<file path="config.mk">
export PLATFORM = sky130hd
export DESIGN_NAME = tbbe_combine
export DESIGN_NICKNAME = d
export VERILOG_FILES = /design/src/hw/rtl/tbbe_pkg.sv /design/src/hw/rtl/tbbe_combine.sv
export SDC_FILE = /design/constraint.sdc
export NUM_CORES = 1
export LEC_CHECK = 0
export ABC_AREA = 1
export BUFFER_PORTS_ARGS = -buffer_cell sky130_fd_sc_hd__buf_2
export CAP_MARGIN = 25
export CORE_ASPECT_RATIO = 2
export CORE_MARGIN = 5
export CORE_UTILIZATION = 60
export CTS_BUF_LIST = sky130_fd_sc_hd__clkbuf_16
export DETAILED_ROUTE_END_ITERATION = 8
export GPL_ROUTABILITY_DRIVEN = 0
export PLACE_DENSITY = 0.86
export SETUP_SLACK_MARGIN = 0.05
export SYNTH_ARGS = -nofsm -noshare
export SYNTH_HDL_FRONTEND = slang
export SYNTH_SLANG_ARGS = --single-unit
export TNS_END_PERCENT = 50
</file>
<file path="constraint.sdc">
create_clock -name clk_i -period 1.5 [get_ports clk_i]
set_input_delay 0.225 -clock clk_i [delete_from_list [all_inputs] [get_ports clk_i]]
set_output_delay 0.225 -clock clk_i [all_outputs]
set_load 0.05 [all_outputs]
</file>
<file path="src/hw/rtl/tbbe_pkg.sv">
// Shared types, constants and basis tables for the triangle Bernstein basis evaluator.
package tbbe_pkg;

  localparam int FRAC_BITS = 16;
  localparam int CW        = FRAC_BITS + 1;
  localparam int VW        = 20;
  localparam int IDXW      = 4;
  localparam int DEGW      = 3;
  localparam int OPW       = 2;
  localparam int KW        = 5;
  localparam int PW        = CW + KW;
  localparam int NSTAGE    = 4;
  localparam int SELW      = 2 * NSTAGE;
  localparam int DEG_MAX_DEFAULT = 4;

  localparam logic [CW-1:0] ONE_Q = CW'(1) << FRAC_BITS;

  typedef enum logic [OPW-1:0] {
    OP_VALUE = 2'd0,
    OP_DS    = 2'd1,
    OP_DT    = 2'd2,
    OP_NONE  = 2'd3
  } op_e;

  typedef enum logic [1:0] {
    SEL_ONE = 2'd0,
    SEL_B1  = 2'd1,
    SEL_B2  = 2'd2,
    SEL_B3  = 2'd3
  } sel_e;

  typedef logic [CW-1:0] q_t;

  typedef struct packed {
    logic [IDXW-1:0] idx;
    logic            last;
    logic            outside;
  } tag_t;

  typedef struct packed {
    q_t              acc;
    logic [SELW-1:0] sel;
    logic [KW-1:0]   k;
  } lane_t;

  typedef struct packed {
    tag_t  tag;
    q_t    b1;
    q_t    b2;
    q_t    b3;
    lane_t plus;
    lane_t minus;
  } pipe_t;

  typedef struct packed {
    logic [2:0] i;
    logic [2:0] j;
    logic [2:0] k;
    logic [3:0] c;
  } ent_t;

  // Number of basis functions for a degree of 1 to 4.
  function automatic logic [IDXW-1:0] basis_count(input logic [DEGW-1:0] deg);
    logic [IDXW-1:0] n;
    case (deg)
      3'd1:    n = 4'd3;
      3'd2:    n = 4'd6;
      3'd3:    n = 4'd10;
      default: n = 4'd15;
    endcase
    return n;
  endfunction

  // Exponents and multinomial coefficient of one basis function.
  function automatic ent_t basis_entry(input logic [DEGW-1:0] deg,
                                       input logic [IDXW-1:0] idx);
    ent_t e;
    e = '{i: 3'd0, j: 3'd0, k: 3'd0, c: 4'd0};
    case ({deg, idx})
      {3'd1, 4'd0}:  e = '{3'd1, 3'd0, 3'd0, 4'd1};
      {3'd1, 4'd1}:  e = '{3'd0, 3'd1, 3'd0, 4'd1};
      {3'd1, 4'd2}:  e = '{3'd0, 3'd0, 3'd1, 4'd1};
      {3'd2, 4'd0}:  e = '{3'd2, 3'd0, 3'd0, 4'd1};
      {3'd2, 4'd1}:  e = '{3'd0, 3'd2, 3'd0, 4'd1};
      {3'd2, 4'd2}:  e = '{3'd0, 3'd0, 3'd2, 4'd1};
      {3'd2, 4'd3}:  e = '{3'd0, 3'd1, 3'd1, 4'd2};
      {3'd2, 4'd4}:  e = '{3'd1, 3'd0, 3'd1, 4'd2};
      {3'd2, 4'd5}:  e = '{3'd1, 3'd1, 3'd0, 4'd2};
      {3'd3, 4'd0}:  e = '{3'd3, 3'd0, 3'd0, 4'd1};
      {3'd3, 4'd1}:  e = '{3'd0, 3'd3, 3'd0, 4'd1};
      {3'd3, 4'd2}:  e = '{3'd0, 3'd0, 3'd3, 4'd1};
      {3'd3, 4'd3}:  e = '{3'd0, 3'd2, 3'd1, 4'd3};
      {3'd3, 4'd4}:  e = '{3'd0, 3'd1, 3'd2, 4'd3};
      {3'd3, 4'd5}:  e = '{3'd1, 3'd0, 3'd2, 4'd3};
      {3'd3, 4'd6}:  e = '{3'd2, 3'd0, 3'd1, 4'd3};
      {3'd3, 4'd7}:  e = '{3'd2, 3'd1, 3'd0, 4'd3};
      {3'd3, 4'd8}:  e = '{3'd1, 3'd2, 3'd0, 4'd3};
      {3'd3, 4'd9}:  e = '{3'd1, 3'd1, 3'd1, 4'd6};
      {3'd4, 4'd0}:  e = '{3'd4, 3'd0, 3'd0, 4'd1};
      {3'd4, 4'd1}:  e = '{3'd0, 3'd4, 3'd0, 4'd1};
      {3'd4, 4'd2}:  e = '{3'd0, 3'd0, 3'd4, 4'd1};
      {3'd4, 4'd3}:  e = '{3'd0, 3'd3, 3'd1, 4'd4};
      {3'd4, 4'd4}:  e = '{3'd0, 3'd2, 3'd2, 4'd6};
      {3'd4, 4'd5}:  e = '{3'd0, 3'd1, 3'd3, 4'd4};
      {3'd4, 4'd6}:  e = '{3'd1, 3'd0, 3'd3, 4'd4};
      {3'd4, 4'd7}:  e = '{3'd2, 3'd0, 3'd2, 4'd6};
      {3'd4, 4'd8}:  e = '{3'd3, 3'd0, 3'd1, 4'd4};
      {3'd4, 4'd9}:  e = '{3'd3, 3'd1, 3'd0, 4'd4};
      {3'd4, 4'd10}: e = '{3'd2, 3'd2, 3'd0, 4'd6};
      {3'd4, 4'd11}: e = '{3'd1, 3'd3, 3'd0, 4'd4};
      {3'd4, 4'd12}: e = '{3'd2, 3'd1, 3'd1, 4'd12};
      {3'd4, 4'd13}: e = '{3'd1, 3'd2, 3'd1, 4'd12};
      {3'd4, 4'd14}: e = '{3'd1, 3'd1, 3'd2, 4'd12};
      default:       e = '{3'd0, 3'd0, 3'd0, 4'd0};
    endcase
    return e;
  endfunction

  // Factor order for one monomial: b1 factors first, then b2, then b3.
  function automatic logic [SELW-1:0] factor_codes(input logic [2:0] i,
                                                   input logic [2:0] j,
                                                   input logic [2:0] k);
    logic [SELW-1:0] codes;
    logic [3:0]      p;
    codes = '0;
    for (int n = 0; n < NSTAGE; n++) begin
      p = 4'(n);
      if (p < {1'b0, i}) begin
        codes[2*n +: 2] = SEL_B1;
      end else if (p < ({1'b0, i} + {1'b0, j})) begin
        codes[2*n +: 2] = SEL_B2;
      end else if (p < ({1'b0, i} + {1'b0, j} + {1'b0, k})) begin
        codes[2*n +: 2] = SEL_B3;
      end else begin
        codes[2*n +: 2] = SEL_ONE;
      end
    end
    return codes;
  endfunction

endpackage

</file>
<file path="src/hw/rtl/tbbe_combine.sv">
// Output stage: coefficient scaling, difference, saturation and output register.
module tbbe_combine (
  input  logic                          clk_i,
  input  logic                          rst_ni,
  input  logic                          adv_i,
  input  logic                          valid_i,
  input  tbbe_pkg::pipe_t               pipe_i,
  output logic                          out_valid_o,
  output logic [tbbe_pkg::IDXW-1:0]     basis_index_o,
  output logic signed [tbbe_pkg::VW-1:0] value_o,
  output logic                          last_o,
  output logic                          outside_o
);
  import tbbe_pkg::*;

  localparam logic signed [PW:0] LIMIT = (PW+1)'(4) <<< FRAC_BITS;

  logic                 valid_q;
  tag_t                 tag_q;
  logic signed [VW-1:0] value_q;
  logic [PW-1:0]        sc_p, sc_m;
  logic signed [PW:0]   diff, sat;

  // Scale both lanes and saturate the difference to plus or minus four.
  always_comb begin
    sc_p = PW'(pipe_i.plus.acc) * PW'(pipe_i.plus.k);
    sc_m = PW'(pipe_i.minus.acc) * PW'(pipe_i.minus.k);
    diff = $signed({1'b0, sc_p}) - $signed({1'b0, sc_m});
    if (diff > LIMIT) begin
      sat = LIMIT;
    end else if (diff < -LIMIT) begin
      sat = -LIMIT;
    end else begin
      sat = diff;
    end
  end

  always_ff @(posedge clk_i or negedge rst_ni) begin
    if (!rst_ni) begin
      valid_q <= 1'b0;
    end else if (adv_i) begin
      valid_q <= valid_i;
    end
  end

  always_ff @(posedge clk_i) begin
    if (adv_i) begin
      tag_q   <= pipe_i.tag;
      value_q <= sat[VW-1:0];
    end
  end

  assign out_valid_o   = valid_q;
  assign basis_index_o = tag_q.idx;
  assign value_o       = value_q;
  assign last_o        = tag_q.last;
  assign outside_o     = tag_q.outside;

endmodule

</file>
# After elaboration in Yosys (flattened, before gate mapping)
# Index checks and enable logic that the tools add are counted.
[totals]
out_inout_bits = 27
ff_bits = 27
[op_classes]
add_sub_neg = 1
order_cmp = 2
mux = 1
n_mul = 2
reduce_logical = 1
[op_table]
columns = ["operator", "n"]
rows = [
  ["$mul A17 B5 Y22", 2],
  ["$gt A23 B20 Y1 const B", 1],
  ["$lt A23 B19 Y1 const B", 1],
  ["$sub A22 B22 Y23", 1],
  ["$mux W20", 1],
  ["$reduce_or A2 Y1", 1],
]

# Logic depth before layout (Yosys ltp)
# Gate-level depths: netlist (run 1).
[logic_depth]
word_depth = 4
mapped_depth = 31
mapped_depth_nobuf = 29

# Least setup slack after synthesis (run 1)
# OpenSTA, ideal clock, no wires.
[synth_timing]
kind = "in2reg"
from = "input port pipe_i[31] in the netlist's numbering"
to = "register value_q[9] (netlist: value_o[9]), data pin"
setup_slack_ns = -3.809
arrival_time_ns = 5.050
path_stages = 26
n_path_buf = 3
cell_sequence = "clkbuf_1 -> clkbuf_1 -> nand2_1 -> fa_1 -> inv_1 -> fa_1 -> fa_1 -> fa_1 -> inv_1 -> fa_1 -> inv_1 -> ha_1 -> nand2_2 -> nor2_4 -> inv_2 -> nor2_4 -> nand3_1 -> nand3_1 -> nand2_1 -> nand2_1 -> nor2_1 -> a21oi_1 -> nand2_2 -> nand2_4 -> buf_12 -> nor2_2"
[synth_via]
elab_chain_cells = 4
elab_cells_between_ends = 5
classes_between = "add/sub (1); mul (1); order compare (2); reduce/logical (1)"
[synth_rtl]
columns = ["element", "line", "source"]
rows = [
  ["from (decl)", "tbbe_combine.sv:7", "input tbbe_pkg::pipe_t pipe_i,"],
  ["$mul A17 B5 Y22 *", "tbbe_combine.sv:26", "sc_p = PW'(pipe_i.plus.acc) * PW'(pipe_i.plus.k);"],
  ["$sub A22 B22 Y23 *", "tbbe_combine.sv:28", "diff = $signed({1'b0, sc_p}) - $signed({1'b0, sc_m});"],
  ["$gt A23 B20 Y1 / $lt A23 B19 Y1 (equally long branches)", "tbbe_combine.sv:29, tbbe_combine.sv:31", ""],
  ["$reduce_or A2 Y1 (no source line)", "n/a", ""],
  ["to (signal assigned)", "tbbe_combine.sv:49", "value_q <= sat[VW-1:0];"],
  ["to (decl)", "tbbe_combine.sv:20", "logic signed [VW-1:0] value_q;"],
]
# Every way passes the cells marked *; elsewhere a longest branch is shown, timed or not.
# A chain may end at the register's enable or synchronous reset.

# Worst setup path in the final report (run 1)
[layout_timing]
from = "input port pipe_i[31] in the netlist's numbering"
to = "register value_q[13] (netlist: value_o[13]), data pin"
# Same word-level chain as after synthesis.

==> impl_metrics.json, run 1 <==
{
  "critPathRequiredTime_ns": 1.53,
  "grt_setup_unrepaired": "true",
  "finalMaxSlewViolations": 0,
  "synth_cell_types": 28,
  "dieWidth_um": 85.8,
  "drc": 0,
  "endpoint_kind": "flip-flop",
  "synth_edf_count": 26,
  "violations": "negative setup slack",
  "wl_per_cell_um": 19.8,
  "synth_cells": 906,
  "r2r_setup_slack_ns": 0.76,
  "critPathKind": "in -> reg",
  "layout_setup_ws_ns": -3.62,
  "stdcell_area_um2": 9430,
  "rows": 55,
  "fin_nets": 1392,
  "yosys-top-cells-area": "fa_1, nand2_1, inv_1, edfxtp_1, ha_1",
  "setup_viol": 20,
  "detail-route-antenna-nets": 0,
  "synth_nets": 1198,
  "post_dp_cell_area_um2": 8510,
  "die_h_um": 162,
  "r2r_cells": 1,
  "start_kind": "input pin",
  "synth.most_common_cell": "nand2_1",
  "htree_levels": 1,
  "cp_max_fo": 8,
  "worstReg2RegStart": "out_valid_o$_DFFE_PN0P_",
  "dr.first_iter.drc_count": 579,
  "io_buffers": 80,
  "fin_crit_sh": 3.41,
  "die_area_um2": 13900,
  "critPathSlowestCell": "fa_1",
  "antenna_found_initial": 0,
  "tightestPinTransition_ns": 0.362,
  "track_usage": 0.350,
  "clock_sink_count": 27,
  "critPathArrivalTime_ns": 5.15,
  "max_stage_delay_ns": 0.55,
  "netlist_area_um2": 6890,
  "gr-total-overflow": 0,
  "tritoncts": "done",
  "cp_common_cell": "fa_1",
  "outcome": "complete, but fails checks",
  "synthTopCellsByCount": "nand2_1, inv_1, fa_1",
  "yosysWarningCount": 0,
  "finalCriticalPeriod_ns": 5.12,
  "yosysSeqAreaShare": 0.117,
  "grt_pass1_vias": 7990,
  "diodes": 0,
  "min_path_type": "in -> reg",
  "max_freq_ghz": 0.195,
  "hold_depth": 1,
  "io_pins": 148,
  "firstDrtPassIters": 6,
  "yosysTopAreaCell": "fa_1",
  "vias": 7258,
  "synth_area_per_cell_um2": 7.60,
  "synth-async-reset-ratio": 0.0370,
  "core_area_um2": 11300,
  "via_per_inst": 5.85,
  "startpoint": "pipe_i[31]",
  "worstSetupEndpoint": "value_o[13]$_SDFFCE_PP0P_",
  "area_growth_pct": 36.8,
  "synth-seq-cells": 27,
  "cap_violations": 0,
  "dp_slack_ns": -3.91,
  "synthFlopType": "edfxtp_1",
  "r2r-end": "out_valid_o$_DFFE_PN0P_",
  "relSlewSlack": 0.759,
  "cts_buffers": 3,
  "drive_above_1_share": 0.375,
  "cts.clk_slew.worst_paths_ns": 0.06,
  "synth_top_area_frac": 0.372,
  "skew_ns": 0,
  "grt_max_degree": 27,
  "cts_max_path_buffers": 2,
  "clockRootBuffer": "clkbuf_16",
  "finalHoldViolations": 0,
  "start_util": 0.610,
  "dp.final_hpwl_mm": 16.4,
  "drt_wl_total_mm": 24.5,
  "clock_latency_ns": 0.27,
  "grt_pass1_wl_mm": 37.4
}
## kinds of logic after synthesis
family,synth area share
compound gates,0.0138
mux,0.00163
xor+xnor,0.0102
fa+ha+maj,0.450
buf+inv,0.146
simple gates,0.261
flops,0.117
## critical path, delay by kind of cell
family          cells  cell delay (ns)
simple gates       12             1.14
compound gates      1             0.13
buf+inv             8             0.79
fa+ha+maj           6             2.82
## worst min-delay path by stage
stage / end / from
finish: basis_index_o[2]$_DFFE_PP_ / pipe_i[115]
floorplan: out_valid_o$_DFFE_PN0P_ / rst_ni
global placement: out_valid_o$_DFFE_PN0P_ / rst_ni
global route: basis_index_o[0]$_DFFE_PP_ / pipe_i[113]
CTS: last_o$_DFFE_PP_ / pipe_i[112]
detailed placement: out_valid_o$_DFFE_PN0P_ / rst_ni
## layer usage
metal  vias up  track usage  wire length (um)
met5         -            0                 0
met4         0        0.290              2550
met3       250       0.0470              1940
met2       598        0.642             13100
met1      3410        0.329              6960
li1       3000            -                 -
## layout make-up
| type | count | area, um2 |
|---|---|---|
| multi-input cells | 615 | 5790 |
| clock inverters | 1 | 5.00 |
| flip-flops and latches | 27 | 806 |
| fillers | 594 | 1860 |
| repair buffers | 210 | 1660 |
| well taps | 142 | 178 |
| clock buffers | 3 | 75.1 |
| inverters | 243 | 915 |
## cell usage in the layout, fill, tap and decap left out, types with 2 or more instances in the layout
cell         n
xor2_1       3
ha_4        14
nor2_1      13
nand3_4      2
buf_4      116
nand3_2     10
buf_12       9
a21oi_4      3
nand2_2     65
xnor2_1      5
inv_1      214
ha_1        29
edfxtp_1    26
clkbuf_16    3
nor2_2      13
a21oi_1      6
inv_2       28
nand3_1     17
nand3b_1     2
fa_2         8
fa_1       120
buf_8        6
nor2_4      26
o21bai_1     2
buf_6        8
nand4_1      9
nand2_1    237
buf_2       67
nand2_4     20
buf_16       3
a21oi_2      6
## registers in the layout, summed over array words and instances (netlist names)
name,flops
out_valid_o,1
outside_o,1
last_o,1
value_o,20
basis_index_o,4
## metrics by stage
| stage | util | hold slack (ns) | cells | TNS (ns) |
|---|---|---|---|---|
| after floorplan | - | -0.0706 | 906 | -65.33 |
| after global placement | 0.754 | -0.000354 | 1220 | -73.58 |
| after detailed placement | 0.754 | -0.000108 | 1220 | -76.89 |
| after CTS | 0.817 | 0.127 | 1239 | -66.42 |
| after global routing | 0.835 | 0.124 | 1241 | -74.41 |
| final | 0.835 | 0.130 | 1241 | -71.25 |
## timing repair
action / in CTS / in global routing
resized for setup: 156 / 55
endpoints found under the setup margin: 20 / 20
pin swaps: 46 / 34
gates cloned: 3 / 0
setup buffers: 11 / 2
endpoints found under the hold margin: 1 / 0
hold buffers: 1 / 0
Power of run 1 is not shown: default switching activity piles up to over one toggle a cycle in this logic, so the estimate is an artifact.
==> run 2, diff against run 1 <==
--- a/config.mk
+++ b/config.mk
@@ -15,6 +15,7 @@
 export DETAILED_ROUTE_END_ITERATION = 8
 export GPL_ROUTABILITY_DRIVEN = 0
 export PLACE_DENSITY = 0.86
+export REMOVE_ABC_BUFFERS = 1
 export SETUP_SLACK_MARGIN = 0.05
 export SYNTH_ARGS = -nofsm -noshare
 export SYNTH_HDL_FRONTEND = slang
==> run 2 against run 1 <==
The flow finishes with violations (design-rule violations, negative setup slack). Utilization is 2.1 points lower. Routed wire length up 11%. Sequential share of layout area is 0.22 points higher. Critical endpoint is now value_o[8]$_SDFFCE_PP0P_. Critical path depth down 1. Non-clock buffer count is 13 lower. Final cell count shrank 0.81%. Fmax is 1.3% lower. Clock-buffer cell count stayed put. Hold slack better by 0.00079 ns. Highest routed layer unchanged. Clock skew unchanged.
==> impl_metrics.json, run 2 (synthesis gave the netlist of run 1 again) <==
{
  "critPathRequiredTime_ns": 1.53,
  "firstDrtPassIters": 9,
  "area_growth_pct": 33.4,
  "core_area_um2": 11300,
  "start_kind": "input pin",
  "track_usage": 0.366,
  "min_path_type": "in -> reg",
  "fin_crit_sh": 3.46,
  "fillers": 596,
  "io_buffers": 80,
  "drive_above_1_share": 0.340,
  "max_freq_ghz": 0.193,
  "diodes": 0,
  "fin_nets": 1382,
  "mostFrequentLayoutCell": "nand2_1",
  "grt_max_degree": 21,
  "die_h_um": 162,
  "skew_ns": 0,
  "multiInputGateArea_um2": 5740,
  "cts_buffers": 3,
  "antenna_found_initial": 0,
  "gr-total-overflow": 0,
  "clockRootBuffer": "clkbuf_16",
  "outcome": "complete, but fails checks",
  "dieWidth_um": 85.8,
  "tightestPinTransition_ns": 0.345,
  "regArea_um2": 806,
  "dr.first_iter.drc_count": 854,
  "htree_levels": 1,
  "drt_wl_total_mm": 27.3,
  "finalCriticalPeriod_ns": 5.18,
  "dp_slack_ns": -4.06,
  "cp_max_fo": 14,
  "largest_reg_flops": 20,
  "finalSetupTns_ns": -72.51,
  "grt_setup_unrepaired": "true",
  "wl_per_cell_um": 22.1,
  "detail-route-antenna-nets": 0,
  "die_area_um2": 13900,
  "via_per_inst": 6.06,
  "finalMaxSlewViolations": 0,
  "critPathArrivalTime_ns": 5.21,
  "final_cell_mix": "nand2_1, inv_1, fa_1, buf_4, buf_2",
  "cts_max_path_buffers": 2,
  "cts.clk_slew.worst_paths_ns": 0.07,
  "clock_sink_count": 27,
  "relSlewSlack": 0.770,
  "finalHoldViolations": 0,
  "grt_pass1_vias": 8174,
  "cap_violations": 0,
  "endpoint_kind": "flip-flop",
  "critPathKind": "in -> reg",
  "violations": "design-rule violations, negative setup slack",
  "vias": 7458,
  "layout_setup_ws_ns": -3.68,
  "dp.final_hpwl_mm": 16.2,
  "rows": 55,
  "clock_latency_ns": 0.27,
  "grt_pass1_wl_mm": 39.0,
  "drc": 1,
  "start_util": 0.610,
  "tritoncts": "done",
  "io_pins": 148,
  "setup_viol": 20
}
run 2: critical path: stages:
cell	delay (ns)
buf_12	0.13
nand2_1	0.09
fa_1	0.55
inv_1	0.06
fa_1	0.55
fa_1	0.54
fa_1	0.51
inv_1	0.05
fa_1	0.51
inv_1	0.08
ha_4	0.30
nand2_1	0.09
inv_2	0.12
nand2_1	0.08
nand2_1	0.23
inv_2	0.09
nand2_1	0.08
nand2_1	0.07
nand3_2	0.09
nand2_1	0.07
nand2_2	0.09
nor2_4	0.06
a21oi_4	0.21
nand2_8	0.14
nand2_8	0.14
nor2_4	0.04
run 2: repair_timing:
action	in CTS	in global routing
hold buffers	1	0
hold endpoints to repair	1	0
gates resized for setup	133	75
pin swaps	47	38
cloned	4	1
setup endpoints to repair	20	20
buffers inserted	9	3
run 2: layout make-up:
class                   instances  share of cell area
well taps                     142              0.0193
inverters                     243              0.0995
clock inverters                 1            0.000817
clock buffers                   3             0.00817
flip-flops and latches         27              0.0877
multi-input cells             618               0.624
repair buffers                197               0.160
run 2: layer usage:
layer  up-vias  routed length, um  GRT usage
li1       2977                  -          -
met1      3493               7540      0.357
met2       673              13800      0.649
met3       315               2460     0.0505
met4         0               3470      0.322
met5         -                  0          0
run 2: metrics by stage:
stage / hold slack (ns) / std cells / area, um2 / utilization
final: 0.131 / 1231 / 9190 / 0.814
after global routing: 0.124 / 1231 / 9190 / 0.814
after floorplan: -0.0706 / 885 / 6790 / -
after CTS: 0.136 / 1227 / 8910 / 0.790
after global placement: -0.000961 / 1209 / 8150 / 0.722
after detailed placement: 0.00949 / 1209 / 8150 / 0.722
run 2: path summary, 6_finish.rpt:
path	startpoint	to	slack, ns	cells after the start
max	pipe_i[34]	value_o[8]$_SDFFCE_PP0P_	-3.68	26
min	pipe_i[112]	last_o$_DFFE_PP_	0.13	1
max reg2reg	out_valid_o$_DFFE_PN0P_	out_valid_o$_DFFE_PN0P_	0.68	1
min reg2reg	out_valid_o$_DFFE_PN0P_	out_valid_o$_DFFE_PN0P_	0.61	1
max in group asynchronous	rst_ni	out_valid_o$_DFFE_PN0P_	1.12	2
min in group asynchronous	rst_ni	out_valid_o$_DFFE_PN0P_	0.28	2
Power of run 2 is left out for the same reason.
==> run 3, diff against run 2 <==
--- a/config.mk
+++ b/config.mk
@@ -10,11 +10,11 @@
 export CAP_MARGIN = 25
 export CORE_ASPECT_RATIO = 2
 export CORE_MARGIN = 5
-export CORE_UTILIZATION = 60
+export CORE_UTILIZATION = 45
 export CTS_BUF_LIST = sky130_fd_sc_hd__clkbuf_16
 export DETAILED_ROUTE_END_ITERATION = 8
 export GPL_ROUTABILITY_DRIVEN = 0
-export PLACE_DENSITY = 0.86
+export PLACE_DENSITY = 0.67
 export REMOVE_ABC_BUFFERS = 1
 export SETUP_SLACK_MARGIN = 0.05
 export SYNTH_ARGS = -nofsm -noshare
==> constraint.sdc (replaced) <==
create_clock -name clk_i -period 1.5 [get_ports clk_i]
set_input_delay 0.075 -clock clk_i [delete_from_list [all_inputs] [get_ports clk_i]]
set_output_delay 0.075 -clock clk_i [all_outputs]
set_load 0.05 [all_outputs]
==> run 3 against run 2 <==
The run ends with negative setup slack left. Die area grew 30%. Non-clock buffer count grew 18. Via count shrank 15%.
==> impl_metrics.json, run 3 (synthesis gave the netlist of run 1 again) <==
{
  "dr.first_iter.drc_count": 273,
  "stdcell_area_um2": 9310,
  "skew_ns": 0,
  "final_cell_mix": "nand2_1, inv_1, fa_1, buf_4, buf_2",
  "violations": "negative setup slack",
  "dp.final_hpwl_mm": 15.9,
  "finalCriticalPeriod_ns": 4.74,
  "vias": 6374,
  "grt_pass1_wl_mm": 31.0,
  "detail-route-antenna-nets": 0,
  "mostFrequentLayoutCell": "nand2_1",
  "cap_violations": 0,
  "diodes": 0,
  "layout_setup_ws_ns": -3.24,
  "critPathSlowestCell": "fa_2",
  "cp_max_fo": 13,
  "min_path_type": "in -> reg",
  "r2r_cells": 1,
  "die_area_um2": 18000,
  "critPathArrivalTime_ns": 4.86,
  "via_per_inst": 4.90,
  "io_buffers": 80,
  "crit_family": "adder cells",
  "critPathRequiredTime_ns": 1.62,
  "clockRootBuffer": "clkbuf_16",
  "clock_sink_count": 27,
  "hold_depth": 2,
  "max_freq_ghz": 0.211,
  "drive_above_1_share": 0.338,
  "holdWs_ns": 0.0509,
  "start_util": 0.453,
  "antenna_found_initial": 0,
  "drt_wl_total_mm": 18.9,
  "cts_max_path_buffers": 2,
  "gr-total-overflow": 0,
  "core_area_um2": 15200,
  "largest_reg_flops": 20,
  "firstDrtPassIters": 4,
  "r2r_setup_slack_ns": 0.76,
  "fin_nets": 1397,
  "clock_latency_ns": 0.26,
  "fillers": 1367,
  "rows": 64,
  "grt_max_degree": 21,
  "wl_per_cell_um": 14.5,
  "dieWidth_um": 97.5,
  "worstReg2RegStart": "out_valid_o$_DFFE_PN0P_",
  "area_growth_pct": 35.2,
  "cts.clk_slew.worst_paths_ns": 0.06,
  "grt_pass1_vias": 7012,
  "tightestPinTransition_ns": 0.345,
  "cp_num_buf_inv": 6,
  "endpoint_kind": "flip-flop",
  "die_h_um": 185,
  "finalHoldViolations": 0,
  "start_kind": "input pin",
  "tritoncts": "done",
  "setup_viol": 20,
  "cts_buffers": 3,
  "drc": 0,
  "cp_num_cells": 26,
  "cp_common_cell": "nand2_1",
  "hold_path_end": "out_valid_o$_DFFE_PN0P_",
  "track_usage": 0.212,
  "post_dp_cell_area_um2": 8330,
  "worstHoldStart": "valid_i",
  "htree_levels": 1,
  "relSlewSlack": 0.770,
  "fin_crit_sh": 3.16,
  "grt_setup_unrepaired": "true",
  "critPathKind": "in -> reg",
  "r2r-end": "out_valid_o$_DFFE_PN0P_",
  "io_pins": 148,
  "max_stage_delay_ns": 0.61,
  "outcome": "complete, but fails checks",
  "finalMaxSlewViolations": 0
}
## run 3: changes by cell type in the layout (fill, tap and decap cells not counted), moves of 3 or more
cell / before / now
buf_2: 61 / 68
dlygate4sd3_1: 1 / 7
inv_1: 213 / 219
nand2_8: 6 / 0
inv_2: 29 / 24
nand2_2: 39 / 43
buf_6: 7 / 10
## run 3: per-layer routing
layer | track usage | up-vias | part of all wire
met5 | 0 | - | 0
met2 | 0.467 | 157 | 0.62
met4 | 0.0876 | 0 | 0.050
li1 | - | 3005 | -
met3 | 0.0132 | 73 | 0.026
met1 | 0.189 | 3139 | 0.30
## run 3: timing repair
item                       in CTS  in global routing
pin swaps                      62                 65
setup buffers                  14                  2
gates resized for setup       120                 61
setup endpoints to repair      20                 20
hold buffers                    7                  0
cloned                          1                  1
hold endpoints to repair        7                  0
## run 3: layout make-up
class	count	area (um2)	share of cell area
clock inverter	1	3.75	0.000403
timing repair buffer	215	1630	0.175
tap	198	248	0.0266
multi-input combinational	615	5630	0.605
sequential	27	806	0.0865
clock buffer	3	75.1	0.00806
inverter	243	915	0.0982
## run 3: how the worst max path moves through the flow
stage                     startpoint                        end  slack [ns]
final                      pipe_i[4]   value_o[9]$_SDFFCE_PP0P_       -3.24
after global routing      pipe_i[33]   value_o[2]$_SDFFCE_PP0P_       -3.47
after CTS                 pipe_i[33]  value_o[13]$_SDFFCE_PP0P_       -3.19
after detailed placement  pipe_i[31]  value_o[14]$_SDFFCE_PP0P_       -3.84
after global placement    pipe_i[31]  value_o[14]$_SDFFCE_PP0P_       -3.73
after floorplan           pipe_i[54]   value_o[0]$_SDFFCE_PP0P_       -3.12
## run 3: stage by stage
| step | setup WS [ns] | util | TNS, ns | instances |
|---|---|---|---|---|
| 2_1_floorplan | -3.12 | - | -61.09 | 885 |
| 3_5_place_dp | -3.84 | 0.548 | -75.90 | 1273 |
| 4_1_cts | -3.19 | 0.596 | -62.87 | 1299 |
| 6_report | -3.24 | 0.612 | -63.66 | 1302 |
| 5_1_grt | -3.47 | 0.612 | -68.31 | 1302 |
| 3_3_place_gp | -3.73 | 0.548 | -73.74 | 1273 |
Power of run 3 is left out for the same reason.
