### config.mk
export PLATFORM = sky130hd
export DESIGN_NAME = tbbe_mul_stage
export DESIGN_NICKNAME = d
export VERILOG_FILES = /design/src/hw/rtl/tbbe_pkg.sv /design/src/hw/rtl/tbbe_mul_stage.sv
export SDC_FILE = /design/constraint.sdc
export NUM_CORES = 1
export LEC_CHECK = 0
export BUFFER_PORTS_ARGS = -buffer_cell sky130_fd_sc_hd__buf_2
export CORE_MARGIN = 5
export CORE_UTILIZATION = 50
export CTS_BUF_LIST = sky130_fd_sc_hd__clkbuf_4 sky130_fd_sc_hd__clkbuf_8 sky130_fd_sc_hd__clkbuf_16
export CTS_CLUSTER_DIAMETER = 100
export CTS_CLUSTER_SIZE = 28
export DETAILED_ROUTE_END_ITERATION = 10
export PLACE_DENSITY = 0.81
export RECOVER_POWER = 50
export SYNTH_ARGS = -nofsm -noshare
export SYNTH_HDL_FRONTEND = slang
export SYNTH_SLANG_ARGS = --single-unit
### constraint.sdc
create_clock -name clk_i -period 0.89 [get_ports clk_i]
set_clock_uncertainty 0.2 [all_clocks]
set_input_delay 0.0445 -clock clk_i [delete_from_list [all_inputs] [get_ports clk_i]]
set_output_delay 0.0445 -clock clk_i [all_outputs]
set_load 0.01 [all_outputs]
### src/hw/rtl/tbbe_pkg.sv
// Shared types, constants and basis tables for the triangle Bernstein basis evaluator.
package tbbe_pkg;

  localparam int FRAC_BITS = 16;
  localparam int CW        = FRAC_BITS + 1;
  localparam int VW        = 20;
  localparam int IDXW      = 4;
  localparam int DEGW      = 3;
  localparam int OPW       = 2;
  localparam int KW        = 5;
  localparam int PW        = CW + KW;
  localparam int NSTAGE    = 4;
  localparam int SELW      = 2 * NSTAGE;
  localparam int DEG_MAX_DEFAULT = 4;

  localparam logic [CW-1:0] ONE_Q = CW'(1) << FRAC_BITS;

  typedef enum logic [OPW-1:0] {
    OP_VALUE = 2'd0,
    OP_DS    = 2'd1,
    OP_DT    = 2'd2,
    OP_NONE  = 2'd3
  } op_e;

  typedef enum logic [1:0] {
    SEL_ONE = 2'd0,
    SEL_B1  = 2'd1,
    SEL_B2  = 2'd2,
    SEL_B3  = 2'd3
  } sel_e;

  typedef logic [CW-1:0] q_t;

  typedef struct packed {
    logic [IDXW-1:0] idx;
    logic            last;
    logic            outside;
  } tag_t;

  typedef struct packed {
    q_t              acc;
    logic [SELW-1:0] sel;
    logic [KW-1:0]   k;
  } lane_t;

  typedef struct packed {
    tag_t  tag;
    q_t    b1;
    q_t    b2;
    q_t    b3;
    lane_t plus;
    lane_t minus;
  } pipe_t;

  typedef struct packed {
    logic [2:0] i;
    logic [2:0] j;
    logic [2:0] k;
    logic [3:0] c;
  } ent_t;

  // Number of basis functions for a degree of 1 to 4.
  function automatic logic [IDXW-1:0] basis_count(input logic [DEGW-1:0] deg);
    logic [IDXW-1:0] n;
    case (deg)
      3'd1:    n = 4'd3;
      3'd2:    n = 4'd6;
      3'd3:    n = 4'd10;
      default: n = 4'd15;
    endcase
    return n;
  endfunction

  // Exponents and multinomial coefficient of one basis function.
  function automatic ent_t basis_entry(input logic [DEGW-1:0] deg,
                                       input logic [IDXW-1:0] idx);
    ent_t e;
    e = '{i: 3'd0, j: 3'd0, k: 3'd0, c: 4'd0};
    case ({deg, idx})
      {3'd1, 4'd0}:  e = '{3'd1, 3'd0, 3'd0, 4'd1};
      {3'd1, 4'd1}:  e = '{3'd0, 3'd1, 3'd0, 4'd1};
      {3'd1, 4'd2}:  e = '{3'd0, 3'd0, 3'd1, 4'd1};
      {3'd2, 4'd0}:  e = '{3'd2, 3'd0, 3'd0, 4'd1};
      {3'd2, 4'd1}:  e = '{3'd0, 3'd2, 3'd0, 4'd1};
      {3'd2, 4'd2}:  e = '{3'd0, 3'd0, 3'd2, 4'd1};
      {3'd2, 4'd3}:  e = '{3'd0, 3'd1, 3'd1, 4'd2};
      {3'd2, 4'd4}:  e = '{3'd1, 3'd0, 3'd1, 4'd2};
      {3'd2, 4'd5}:  e = '{3'd1, 3'd1, 3'd0, 4'd2};
      {3'd3, 4'd0}:  e = '{3'd3, 3'd0, 3'd0, 4'd1};
      {3'd3, 4'd1}:  e = '{3'd0, 3'd3, 3'd0, 4'd1};
      {3'd3, 4'd2}:  e = '{3'd0, 3'd0, 3'd3, 4'd1};
      {3'd3, 4'd3}:  e = '{3'd0, 3'd2, 3'd1, 4'd3};
      {3'd3, 4'd4}:  e = '{3'd0, 3'd1, 3'd2, 4'd3};
      {3'd3, 4'd5}:  e = '{3'd1, 3'd0, 3'd2, 4'd3};
      {3'd3, 4'd6}:  e = '{3'd2, 3'd0, 3'd1, 4'd3};
      {3'd3, 4'd7}:  e = '{3'd2, 3'd1, 3'd0, 4'd3};
      {3'd3, 4'd8}:  e = '{3'd1, 3'd2, 3'd0, 4'd3};
      {3'd3, 4'd9}:  e = '{3'd1, 3'd1, 3'd1, 4'd6};
      {3'd4, 4'd0}:  e = '{3'd4, 3'd0, 3'd0, 4'd1};
      {3'd4, 4'd1}:  e = '{3'd0, 3'd4, 3'd0, 4'd1};
      {3'd4, 4'd2}:  e = '{3'd0, 3'd0, 3'd4, 4'd1};
      {3'd4, 4'd3}:  e = '{3'd0, 3'd3, 3'd1, 4'd4};
      {3'd4, 4'd4}:  e = '{3'd0, 3'd2, 3'd2, 4'd6};
      {3'd4, 4'd5}:  e = '{3'd0, 3'd1, 3'd3, 4'd4};
      {3'd4, 4'd6}:  e = '{3'd1, 3'd0, 3'd3, 4'd4};
      {3'd4, 4'd7}:  e = '{3'd2, 3'd0, 3'd2, 4'd6};
      {3'd4, 4'd8}:  e = '{3'd3, 3'd0, 3'd1, 4'd4};
      {3'd4, 4'd9}:  e = '{3'd3, 3'd1, 3'd0, 4'd4};
      {3'd4, 4'd10}: e = '{3'd2, 3'd2, 3'd0, 4'd6};
      {3'd4, 4'd11}: e = '{3'd1, 3'd3, 3'd0, 4'd4};
      {3'd4, 4'd12}: e = '{3'd2, 3'd1, 3'd1, 4'd12};
      {3'd4, 4'd13}: e = '{3'd1, 3'd2, 3'd1, 4'd12};
      {3'd4, 4'd14}: e = '{3'd1, 3'd1, 3'd2, 4'd12};
      default:       e = '{3'd0, 3'd0, 3'd0, 4'd0};
    endcase
    return e;
  endfunction

  // Factor order for one monomial: b1 factors first, then b2, then b3.
  function automatic logic [SELW-1:0] factor_codes(input logic [2:0] i,
                                                   input logic [2:0] j,
                                                   input logic [2:0] k);
    logic [SELW-1:0] codes;
    logic [3:0]      p;
    codes = '0;
    for (int n = 0; n < NSTAGE; n++) begin
      p = 4'(n);
      if (p < {1'b0, i}) begin
        codes[2*n +: 2] = SEL_B1;
      end else if (p < ({1'b0, i} + {1'b0, j})) begin
        codes[2*n +: 2] = SEL_B2;
      end else if (p < ({1'b0, i} + {1'b0, j} + {1'b0, k})) begin
        codes[2*n +: 2] = SEL_B3;
      end else begin
        codes[2*n +: 2] = SEL_ONE;
      end
    end
    return codes;
  endfunction

endpackage

### src/hw/rtl/tbbe_mul_stage.sv
// One multiply stage: each lane takes its next barycentric factor and truncates.
module tbbe_mul_stage (
  input  logic            clk_i,
  input  logic            rst_ni,
  input  logic            adv_i,
  input  logic            valid_i,
  input  tbbe_pkg::pipe_t pipe_i,
  output logic            valid_o,
  output tbbe_pkg::pipe_t pipe_o
);
  import tbbe_pkg::*;

  logic  valid_q;
  pipe_t pipe_q, pipe_d;
  q_t    fac_p, fac_m;
  logic [2*CW-1:0] prod_p, prod_m;

  function automatic q_t pick(input logic [1:0] code, input pipe_t p);
    q_t f;
    case (sel_e'(code))
      SEL_B1:  f = p.b1;
      SEL_B2:  f = p.b2;
      SEL_B3:  f = p.b3;
      default: f = ONE_Q;
    endcase
    return f;
  endfunction

  // Multiply, truncate and advance the factor codes.
  always_comb begin
    fac_p  = pick(pipe_i.plus.sel[1:0], pipe_i);
    fac_m  = pick(pipe_i.minus.sel[1:0], pipe_i);
    prod_p = pipe_i.plus.acc * fac_p;
    prod_m = pipe_i.minus.acc * fac_m;
    pipe_d = pipe_i;
    pipe_d.plus.acc  = prod_p[FRAC_BITS +: CW];
    pipe_d.minus.acc = prod_m[FRAC_BITS +: CW];
    pipe_d.plus.sel  = pipe_i.plus.sel >> 2;
    pipe_d.minus.sel = pipe_i.minus.sel >> 2;
  end

  always_ff @(posedge clk_i or negedge rst_ni) begin
    if (!rst_ni) begin
      valid_q <= 1'b0;
    end else if (adv_i) begin
      valid_q <= valid_i;
    end
  end

  always_ff @(posedge clk_i) begin
    if (adv_i) begin
      pipe_q <= pipe_d;
    end
  end

  assign valid_o = valid_q;
  assign pipe_o  = pipe_q;

endmodule

# After elaboration in Yosys (flattened, before gate mapping)
# Cells that the tools add are included.
[classes]
eq_ne = 6
order_cmp = 0
addsub = 0
n_reduce_logical = 0
mux = 2
bitwise_logic = 0
n_shift = 0
n_mul = 2
n_div = 0
[ops]
columns = ["op", "n"]
rows = [
  ["$pmux W17 S3", 2],
  ["$mul A17 B17 Y33", 2],
  ["$eq A2 B2 Y1 const B", 4],
  ["$eq A2 B1 Y1 const B", 2],
]
[word_totals]
latch_bits = 0
word_cells = 23
n_memories = 0
romBits = 0
output_inout_bits = 118
inputBits = 121
mem_bits_rw = 0
reg_bits = 114

# Depth between registers and ports, before layout
# Gate-level depths: netlist of the first run.
[depth]
ltp_word = 3
mapped_depth = 27
mapped_depth_nobuf = 24

# Worst setup path after synthesis of the first run
# No wires, ideal clock.
[synth_path]
path_kind = "input port to flip-flop"
start = "input port pipe_i[35] (netlist bit)"
end = "register pipe_q, in the netlist pipe_o[59] (data pin)"
required_ns = 0.430
n_path_buf = 4
arrival_time_ns = 6.490
setup_ns = 0.260
slack_ns = -6.060
path_stages = 25
cell_sequence = "buf_2 -> nor2b_1 -> clkbuf_1 -> clkbuf_1 -> a22o_1 -> clkbuf_1 -> nand2_1 -> fa_1 -> fa_1 -> fa_1 -> fa_1 -> inv_1 -> fa_1 -> inv_1 -> fa_1 -> inv_1 -> ha_1 -> nand3_1 -> o221ai_2 -> a32oi_2 -> a41oi_2 -> a221oi_4 -> o21ai_2 -> a311o_1 -> xnor2_1"
[synth_via]
elab_chain_cells = 3
word_cells_on_any_way = 5
classes_between = "mul: 1; eq/ne: 3; mux: 1"
[synth_lines]
columns = ["item", "line_no", "rtl"]
rows = [
  ["from (decl)", "tbbe_mul_stage.sv:7", "input tbbe_pkg::pipe_t pipe_i,"],
  ["$eq A2 B2 Y1 / $eq A2 B1 Y1 (equally long branches)", "tbbe_mul_stage.sv:20", "case (sel_e'(code))"],
  ["$pmux W17 S3 *", "tbbe_mul_stage.sv:20", ""],
  ["$mul A17 B17 Y33 *", "tbbe_mul_stage.sv:33", "prod_p = pipe_i.plus.acc * fac_p;"],
  ["named net prod_p[32]", "tbbe_mul_stage.sv:16", "logic [2*CW-1:0] prod_p, prod_m;"],
  ["to (signal assigned)", "tbbe_mul_stage.sv:52", "pipe_q <= pipe_d;"],
  ["to (decl)", "tbbe_mul_stage.sv:14", "pipe_t pipe_q, pipe_d;"],
]
# The timed path passes the listed nets; every way through them passes the cells marked *.
# A chain may end at the register's enable or synchronous reset.

# Final worst setup path of the first run
[layout_path]
start = "input port pipe_i[65] (netlist bit)"
end = "register pipe_q, in the netlist pipe_o[59] (data pin)"
[layout_via]
elab_chain_cells = 2
[layout_lines]
columns = ["item", "line_no"]
rows = [
  ["$pmux W17 S3", "tbbe_mul_stage.sv:20"],
  ["$mul A17 B17 Y33", "tbbe_mul_stage.sv:33"],
  ["named net prod_p[32]", "tbbe_mul_stage.sv:16"],
]
# The timed path passes the listed nets, and every way through them passes these cells.

==> results of run 1 <==
## state kept, by name, indices dropped and copies added (netlist names)
name     count
pipe_o     113
valid_o      1
## synth_stat cells (all sizes together), types with 4 or more instances
library cell,n
inv,530
nand2b,14
and3,7
nor2,19
xor2,10
o21ai,10
edfxtp,113
mux2,33
clkbuf,76
nand2,336
ha,204
a21o,8
a22oi,8
nor3,4
fa,442
nand3,9
xnor2,31
o21bai,4
o21a,6
buf,9
a22o,29
nand4,9
a21oi,34
and2,180
nor2b,60
## power breakdown
part,leakage [nW],internal [mW],switching (mW)
Sequential,1.12,9.78,0.315
Combinational,13.5,58.9,56.4
Clock,0.281,4.24,2.66
Total,14.9,72.9,59.4
## cell families after synthesis
family	count (synthesis)	share of synthesized area, %
other	1	0.01712
buffers and inverters	615	10.62
AO/OA/AOI/OAI	119	4.061
flip-flops	114	15.60
multiplexers	35	1.788
adder cells (fa/ha/maj)	646	52.04
XOR/XNOR	41	1.639
AND/OR/NAND/NOR	642	14.23
## layout make-up
type	instances	area, um^2
Clock buffer	22	462.9
Clock inverter	10	115.1
Inverter	530	1989
Antenna cell	7	17.52
Multi-Input combinational cell	1493	17490
Fill cell	2961	13430
Sequential cell	114	3418
Timing Repair Buffer	697	5517
Tap cell	585	732.0
## worst max-delay path, cell delays in order
cell,delay [ns]
buf_8,0.10
buf_6,0.10
mux2_4,0.27
a22oi_2,0.13
buf_6,0.17
buf_12,0.14
nor2b_4,0.05
fa_1,0.57
inv_2,0.05
fa_1,0.45
fa_1,0.59
inv_2,0.05
fa_1,0.52
fa_1,0.51
inv_1,0.05
fa_1,0.47
inv_1,0.06
ha_4,0.23
nand4_1,0.07
nor2_1,0.05
a32oi_2,0.30
a41oi_4,0.21
a221oi_4,0.37
o21ai_2,0.11
a311o_1,0.29
xnor2_1,0.14
## routing by layer
layer	global-route usage, %	wire length, um	up-vias	share of wire [%]
li1	-	-	7947	-
met2	48.93	33710	904	49
met5	0	57	-	0.083
met4	14.40	3676	10	5.4
met1	34.51	25000	9290	36
met3	7.698	6099	263	8.9
## per-stage QoR
stage               worst slack [ns]  hold WS [ns]
floorplan                     -5.317       -0.4511
global placement              -5.773       -0.3817
detailed placement            -5.930       -0.3799
CTS                           -5.141       -0.2532
global route                  -5.374      -0.03024
finish                        -5.211      -0.06672
## worst min-delay path by stage
stage / cells after the start / from / endpoint
after detailed placement: 1 / rst_ni / valid_o$_DFFE_PN0P_
after CTS: 2 / adv_i / pipe_o[19]$_DFFE_PP_
after global placement: 1 / rst_ni / valid_o$_DFFE_PN0P_
after floorplan: 0 / rst_ni / valid_o$_DFFE_PN0P_
after global routing: 2 / adv_i / pipe_o[20]$_DFFE_PP_
final: 2 / adv_i / pipe_o[20]$_DFFE_PP_
## what timing repair did
action	in CTS	in global routing
setup endpoints to repair	149	150
cloned	11	0
resized for setup	196	76
endpoints found under the hold margin	194	114
buffers inserted	69	19
pin swaps	99	78
==> results.md, run 1 <==
- Fin crit share: 685.5%
- Violated checks: negative hold slack, negative setup slack
- Sequential share of the synthesized area: roughly 16%
- Commonest non-fill, non-tap cells in the layout: inv_1 (496), fa_1 (418), nand2_1 (304)
- Largest net degree at the start of global routing: 46
- Initial core utilization: between 50 and 60%
- Initial antenna violation count: 12
- H-tree levels: 4
- Cell leakage power: 14.90 nW
- CTS tree: built
- Drt via density: 5.325
- Total power: around 130 mW
- Reg-to-reg endpoint: valid_o$_DFFE_PN0P_
- Top-area cell type share of the netlist area: between 40% and 50%
- Dpl cell area: between 20000 and 30000 um^2
- CTS Hold Bufs: ~80
- Worst setup endpoint: pipe_o[59]$_DFFE_PP_
- Worst setup margin: -5.211 ns
- Post-synth EDFFs: roughly 110
- Crit start category: primary input
- Layout cell share with drive strength beyond 1: between 30% and 40%
- WHS: -0.06672 ns
- Avg Cell Area, Syn: about 9.9 um^2
- Syn Std Cell Area: 21910 um^2
- Slew margin rel.: around two thirds
- Top post-synthesis cells by area: fa_1 (40%), edfxtp_1 (15%), ha_1 (12%)
- Crit end category: flip-flop
- WP data required: approximately 0.9 ns
- Area leader, netlist: fa_1
- Post-Route Utilization: between 60% and 70%
- Die footprint: ~48000 um^2
- R2R Path Start: valid_o$_DFFE_PN0P_
- Cell row count: between 70 and 80
- Final setup viols: 182
- WL/cell: a little under 20 um
- Async S/R FF share, synth: 0.8772%
- Final min period: ~6.1 ns
- Worst hold path type: in -> reg
- Flop-to-flop setup slack: -0.08 ns
- Gr usage total: between 20% and 30%
- Fmax: around 160 MHz
- DRT iter0 DRCs: ~1600
- Vias in the first global route: about 21000
- CTS Buf Count: 17
- Synth Instances: 2213
- Slew Viols, Final: 0
- Crit Path Max Fanout: 5
- Post-layout nets: between 3000 and 4000
- Post-DRT Antenna Nets: 0
- Fin. Hold Viols: 40
- Global route total overflow: 0
- PortBufs: ~230
- Worst setup path category: in -> reg
- Area grow syn2layout: 35.75%
- Clock latency on the worst-skew pair: 0.47 ns
- Finished Cell Area: 29740 um^2
- Total negative slack: -207.19 ns
- Max-cap viol count: 0
- First-pass GRT wire length: 107700 um
- Clk sinks: between 100 and 150
- Non-Filler Instances: roughly 3500
- Post-DP HPWL: roughly 52000 um
- Top Ports: between 200 and 250
- Pwr dens: approximately 4400 nW/um^2
- Worst Max-Slew Pin Slew: 0.5055 ns
- Start point of the critical path: pipe_i[65]
- Syn. warnings: 0
- Synth Register Bits: between 100 and 150
- Outcome: finished with violations
- Main synth FF type: edfxtp_1
- Die boundary height: around 220 um
- CP arrival: 6.12 ns
- Core area: roughly 43000 um^2
- Dpl cells: ~3300
- Root buf cell: clkbuf_16
- Synth cell types: 51
- Number of remaining DRC errors: 0
- GPL Wtd Cong: between 0.9 and 1
- Commonest non-fill, non-tap cell in the layout: inv_1
- Via Count: between 15000 and 20000
- Worst R2R Path Depth: 1
- Drt pass-1 iters: 6
- Unrepaired setup endpoints after global routing: true
- Clk buf depth: 2
- Clock-pin transition on the worst setup and hold timing paths: about 0.050 ns
- Die W: around 220 um
- Final WL: just under 70000 um
- Maximum VDD drop: approximately 8900 uV
(Power assumes the default switching activity.)
==> run 2: changes to the inputs <==
--- a/config.mk
+++ b/config.mk
@@ -14,3 +14,3 @@
 export DETAILED_ROUTE_END_ITERATION = 10
-export PLACE_DENSITY = 0.81
+export PLACE_DENSITY = 0.79
 export RECOVER_POWER = 50
==> constraint.sdc (replaced) <==
create_clock -name clk_i -period 6 [get_ports clk_i]
set_clock_uncertainty 0.2 [all_clocks]
set_input_delay 0.3 -clock clk_i [delete_from_list [all_inputs] [get_ports clk_i]]
set_output_delay 0.3 -clock clk_i [all_outputs]
set_load 0.005 [all_outputs]
==> results.md, run 2 (synthesis gave the netlist of run 1 again) <==
- Outcome: finished with violations
- Violated checks: max-capacitance violations, max-slew violations, negative setup slack
- Worst R2R Path Depth: 1
- Area of the multi-input gates: about 17000 um^2
- Start point of the critical path: pipe_i[6]
- Worst setup margin: -0.3963 ns
- Worst Max-Slew Pin Slew: 4.782 ns
- Reg area: between 3000 and 4000 um^2
- Slew margin rel.: -218.8%
- Max-cap viol count: 1
- Core area: about 43000 um^2
- Commonest non-fill, non-tap cell in the layout: inv_1
- Top Family by Delay on Critical Path: adder cells
- Global route total overflow: 0
- Met2 Usage GRT: about 46%
- Flop-to-flop setup slack: approximately 5.0 ns
- Critical path depth in cells: 27
- Drt pass-1 iters: 6
- Final WL: between 60000 and 70000 um
- Finished Cell Area: approximately 29000 um^2
- Commonest non-fill, non-tap cells in the layout: inv_1 (509), fa_1 (424), nand2_1 (325)
- Clock latency on the worst-skew pair: ~0.47 ns
- WP data required: a little over 6 ns
- GPL Wtd Cong: 0.9275
- Total negative slack: -4.330 ns
- Pwr dens: roughly 650 nW/um^2
- Slowest stage cell, crit path: fa_1
- FILL cells: roughly 3200
- Largest net degree at the start of global routing: 77
- Unrepaired setup endpoints after global routing: true
- Worst hold path type: in -> reg
- Number of remaining DRC errors: 0
- Initial core utilization: just over 50%
- Critical path's largest stage delay: 0.55 ns
- Cell row count: 76
- Buf/Inv on CP: 9
- R2R Path Start: valid_o$_DFFE_PN0P_
- Fin. Hold Viols: 0
- Maximum VDD drop: roughly 890 uV
- Post-DRT Antenna Nets: 0
- Cell leakage power: around 14 nW
- WL/cell: approximately 19 um
- Max reg flops: about 110
- Post-layout nets: around 3600
- Most common cell on crit path: fa_1
- First-pass GRT wire length: 102700 um
- Reg-to-reg endpoint: valid_o$_DFFE_PN0P_
- Clk buf depth: 2
- Vias in the first global route: just over 20000
- CTS tree: built
- Post-DP HPWL: 49850 um
- Clock-pin transition on the worst setup and hold timing paths: roughly 0.06 ns
- Die boundary height: around 220 um
- Layout cell share with drive strength beyond 1: a little over a quarter
- CP arrival: 6.42 ns
- Die W: 219.3 um
- CTS Buf Count: 17
- GRT met1 Usage: ~34%
- Fin crit share: 106.6%
- Final min period: 6.396 ns
- Crit Path Max Fanout: 7
- PortBufs: 234
- Crit start category: primary input
- Final setup viols: 26
- Root buf cell: clkbuf_16
- Gr usage total: approximately 27%
- Drt via density: roughly 5.3
- Via Count: 17962
- Worst setup endpoint: pipe_o[28]$_DFFE_PP_
- DRT iter0 DRCs: 1293
- Worst setup path category: in -> reg
- Clk sinks: 114
- GRT met3 Usage: between 6 and 7%
- GRT busiest layer: met2
- Initial antenna violation count: 10
- Crit end category: flip-flop
- Die footprint: just under 50000 um^2
- Top Ports: roughly 240
- Area grow syn2layout: 31.21%
- Dpl cell area: approximately 26000 um^2
- H-tree levels: 4
- Slew Viols, Final: 77
- Fmax: roughly 160 MHz
## run 2: cell count changes in the layout (fill, tap and decap cells not counted), sizes merged
cell,before,now
buf,612,501
clkbuf,24,75
a22o,35,29
inv,530,534
clkinv,5,7
diode,7,9
bufbuf,1,0
bufinv,2,1
clkinvlp,3,2
dlymetal6s4s,1,0
## run 2: how the worst min path moves through the flow
stage,slack (ns),endpoint,start,cells after the start
global route,0.10,pipe_o[106]$_DFFE_PP_,pipe_i[106],2
detailed placement,-0.12,valid_o$_DFFE_PN0P_,rst_ni,1
global placement,-0.13,valid_o$_DFFE_PN0P_,rst_ni,1
finish,0.14,pipe_o[106]$_DFFE_PP_,pipe_i[106],2
floorplan,-0.20,valid_o$_DFFE_PN0P_,rst_ni,0
CTS,0.008,pipe_o[106]$_DFFE_PP_,pipe_i[106],2
## run 2: metrics by stage
stage               hold WS, ns  total power [mW]  cells  util [%]  setup slack (ns)
finish                   0.1445             18.78   3396     66.58           -0.3963
global route             0.1031             20.59   3393     66.56           -0.5404
CTS                    0.008108             17.48   3356     65.45           -0.2590
detailed placement      -0.1238             15.18   3199     60.45            -1.071
global placement        -0.1251             14.52   3199     60.45           -0.9205
floorplan               -0.1956             10.46   2216         -           -0.4624
## run 2: report_power, final
part	leakage, nW	internal, mW	total (mW)	switching (mW)
combinational	12.9	8.27	16.2	7.93
clock	0.275	0.576	1.02	0.446
sequential	1.12	1.51	1.56	0.0461
total	14.3	10.4	18.8	8.42
## run 2: routing by layer
| metal | vias to the layer above | wire [um] |
|---|---|---|
| met4 | 6 | 3191 |
| li1 | 7809 | - |
| met2 | 861 | 31950 |
| met3 | 214 | 5393 |
| met5 | - | 53 |
| met1 | 9072 | 24440 |
## run 2: layout make-up
class | count | area share [%]
flip-flops and latches | 114 | 11.89
multi-input cells | 1487 | 59.80
diodes | 9 | 0.07835
clock inverters | 14 | 0.4527
inverters | 530 | 6.921
repair buffers | 639 | 16.80
well taps | 585 | 2.546
clock buffers | 18 | 1.506
## run 2: repair_timing
| action | 4_1_cts | 5_1_grt |
|---|---|---|
| pin swaps | 77 | 81 |
| gates resized for setup | 91 | 76 |
| gates cloned | 4 | 2 |
| hold endpoints to repair | 80 | 0 |
| setup buffers | 40 | 34 |
| setup endpoints to repair | 27 | 31 |
| hold buffers | 81 | 0 |
==> run 3: changes to the inputs <==
- CORE_UTILIZATION: 50 -> 39
- PLACE_DENSITY: 0.79 -> 0.66
==> results.md, run 3 (synthesis gave the netlist of run 1 again) <==
- WL/cell: roughly 18 um
- Critical path depth in cells: 24
- Post-DRT Antenna Nets: 0
- Max reg flops: ~110
- Global route total overflow: 0
- CP arrival: ~6.3 ns
- Commonest non-fill, non-tap cell in the layout: inv_1
- Dpl cells: 3378
- Reg-to-reg endpoint: valid_o$_DFFE_PN0P_
- Unrepaired setup endpoints after global routing: true
- Buf/Inv on CP: 6
- Worst R2R Path Depth: 1
- Area grow syn2layout: 31.76%
- Fmax: about 160 MHz
- WHS: approximately 0.16 ns
- Die W: 247 um
- Root buf cell: clkbuf_16
- Largest net degree at the start of global routing: 60
- Slew Viols, Final: 60
- Clock latency on the worst-skew pair: about 0.48 ns
- Top Ports: roughly 240
- Crit end category: flip-flop
- FILL cells: 4999
- Die footprint: 61010 um^2
- Non-Filler Instances: around 3500
- Outcome: finished with violations
- Pwr dens: between 600 and 700 nW/um^2
- Crit Path Max Fanout: 7
- Fin. Hold Viols: 0
- Cell leakage power: approximately 14 nW
- PortBufs: around 230
- Worst setup path category: in -> reg
- Finished Cell Area: between 20000 and 30000 um^2
- Area of the multi-input gates: roughly 17000 um^2
- Fin crit share: 104.1%
- Vias in the first global route: ~19000
- WP data required: 6.03 ns
- Most common cell on crit path: fa_1
- Worst setup endpoint: pipe_o[26]$_DFFE_PP_
- Post-Route Utilization: roughly 52%
- Gr usage total: a little over a fifth
- Top Family by Delay on Critical Path: adder cells
- Worst Max-Slew Pin Slew: ~3.7 ns
- Slew margin rel.: -147.0%
- Layout cell share with drive strength beyond 1: a little over a quarter
- Total power: between 15 and 20 mW
- Violated checks: max-capacitance violations, max-slew violations, negative setup slack
- Cell row count: 86
- Critical-path cell list: buf_8 > buf_12 > buf_12 > mux2_4 > a22o_4 > and2_4 > fa_1 > inv_2 > fa_1 > inv_1 > fa_1 > fa_2 > fa_1 > fa_1 > ha_4 > nand4_1 > nor4_4 > a22oi_2 > buf_6 > nand4_1 > and2_4 > a21o_1 > a21oi_2 > xnor2_1
- Max-cap viol count: 1
- Clk sinks: 114
- Clk buf depth: 2
- First-pass GRT wire length: between 100000 and 150000 um
- Clock-pin transition on the worst setup and hold timing paths: roughly 0.070 ns
- Post-DP HPWL: between 50000 and 60000 um
- Core area: around 55000 um^2
- Start point of the critical path: pipe_i[6]
- DRT iter0 DRCs: about 750
- Drt pass-1 iters: 5
- Worst hold path type: in -> reg
- Worst setup margin: -0.2475 ns
- Initial antenna violation count: 7
- Die boundary height: ~250 um
- Dpl cell area: roughly 26000 um^2
- Maximum VDD drop: around 950 uV
- Via Count: approximately 17000
- R2R Path Start: valid_o$_DFFE_PN0P_
- Final min period: about 6.2 ns
- Initial core utilization: roughly 40%
- Final setup viols: 23
- Final WL: 63350 um
- Flop-to-flop setup slack: between 5 and 6 ns
- Slowest stage cell, crit path: fa_2
- Commonest non-fill, non-tap cells in the layout: inv_1 (494), fa_1 (418), nand2_1 (316)
- Post-layout nets: about 3500
- CTS Buf Count: 17
- Critical path's largest stage delay: about 0.56 ns
- H-tree levels: 4
- CTS tree: built
- Number of remaining DRC errors: 0
- Crit start category: primary input
- Drt via density: 4.854
- GPL Wtd Cong: slightly below 0.9
- Reg area: between 3000 and 4000 um^2
run 3: layout make-up:
class	instances	area share, %
Multi-Input combinational cell	1493	59.78
Timing Repair Buffer	624	16.16
Sequential cell	114	11.84
Inverter	530	6.892
Tap cell	748	3.242
Clock buffer	17	1.474
Clock inverter	15	0.5549
Antenna cell	6	0.05202
run 3: power breakdown:
part | switching [mW] | internal (mW)
combinational | 7.49 | 7.82
clock | 0.473 | 0.587
sequential | 0.0507 | 1.51
total | 8.02 | 9.92
run 3: per-layer routing:
layer  vias up  part of all wire (%)  track usage [%]  wire [um]
met2       501                    49            35.95      30900
met1      8807                    41            27.02      26200
met3        93                   7.2            5.610       4538
met4         4                   2.7            7.171       1687
li1       7811                     -                -          -
met5         -                 0.043                0         27
run 3: how the worst min path moves through the flow:
stage	slack, ns	cells after the start	start	to
finish	0.16	2	pipe_i[105]	pipe_o[105]$_DFFE_PP_
floorplan	-0.20	0	rst_ni	valid_o$_DFFE_PN0P_
global placement	-0.12	1	rst_ni	valid_o$_DFFE_PN0P_
global route	0.14	2	pipe_i[105]	pipe_o[105]$_DFFE_PP_
detailed placement	-0.12	1	rst_ni	valid_o$_DFFE_PN0P_
CTS	0.01	2	pipe_i[105]	pipe_o[105]$_DFFE_PP_
run 3: timing repair:
action	CTS	global route
hold buffers	81	0
setup endpoints to repair	31	32
endpoints found under the hold margin	80	0
pin swaps	94	86
gates resized for setup	91	99
gates cloned	7	2
buffers inserted	31	14
run 3: through the flow:
stage	setup slack, ns	TNS (ns)
final	-0.2475	-3.127
after global routing	-0.4288	-7.299
after global placement	-0.8374	-22.40
after CTS	-0.2396	-2.358
after detailed placement	-0.9458	-24.79
after floorplan	-0.4624	-4.377
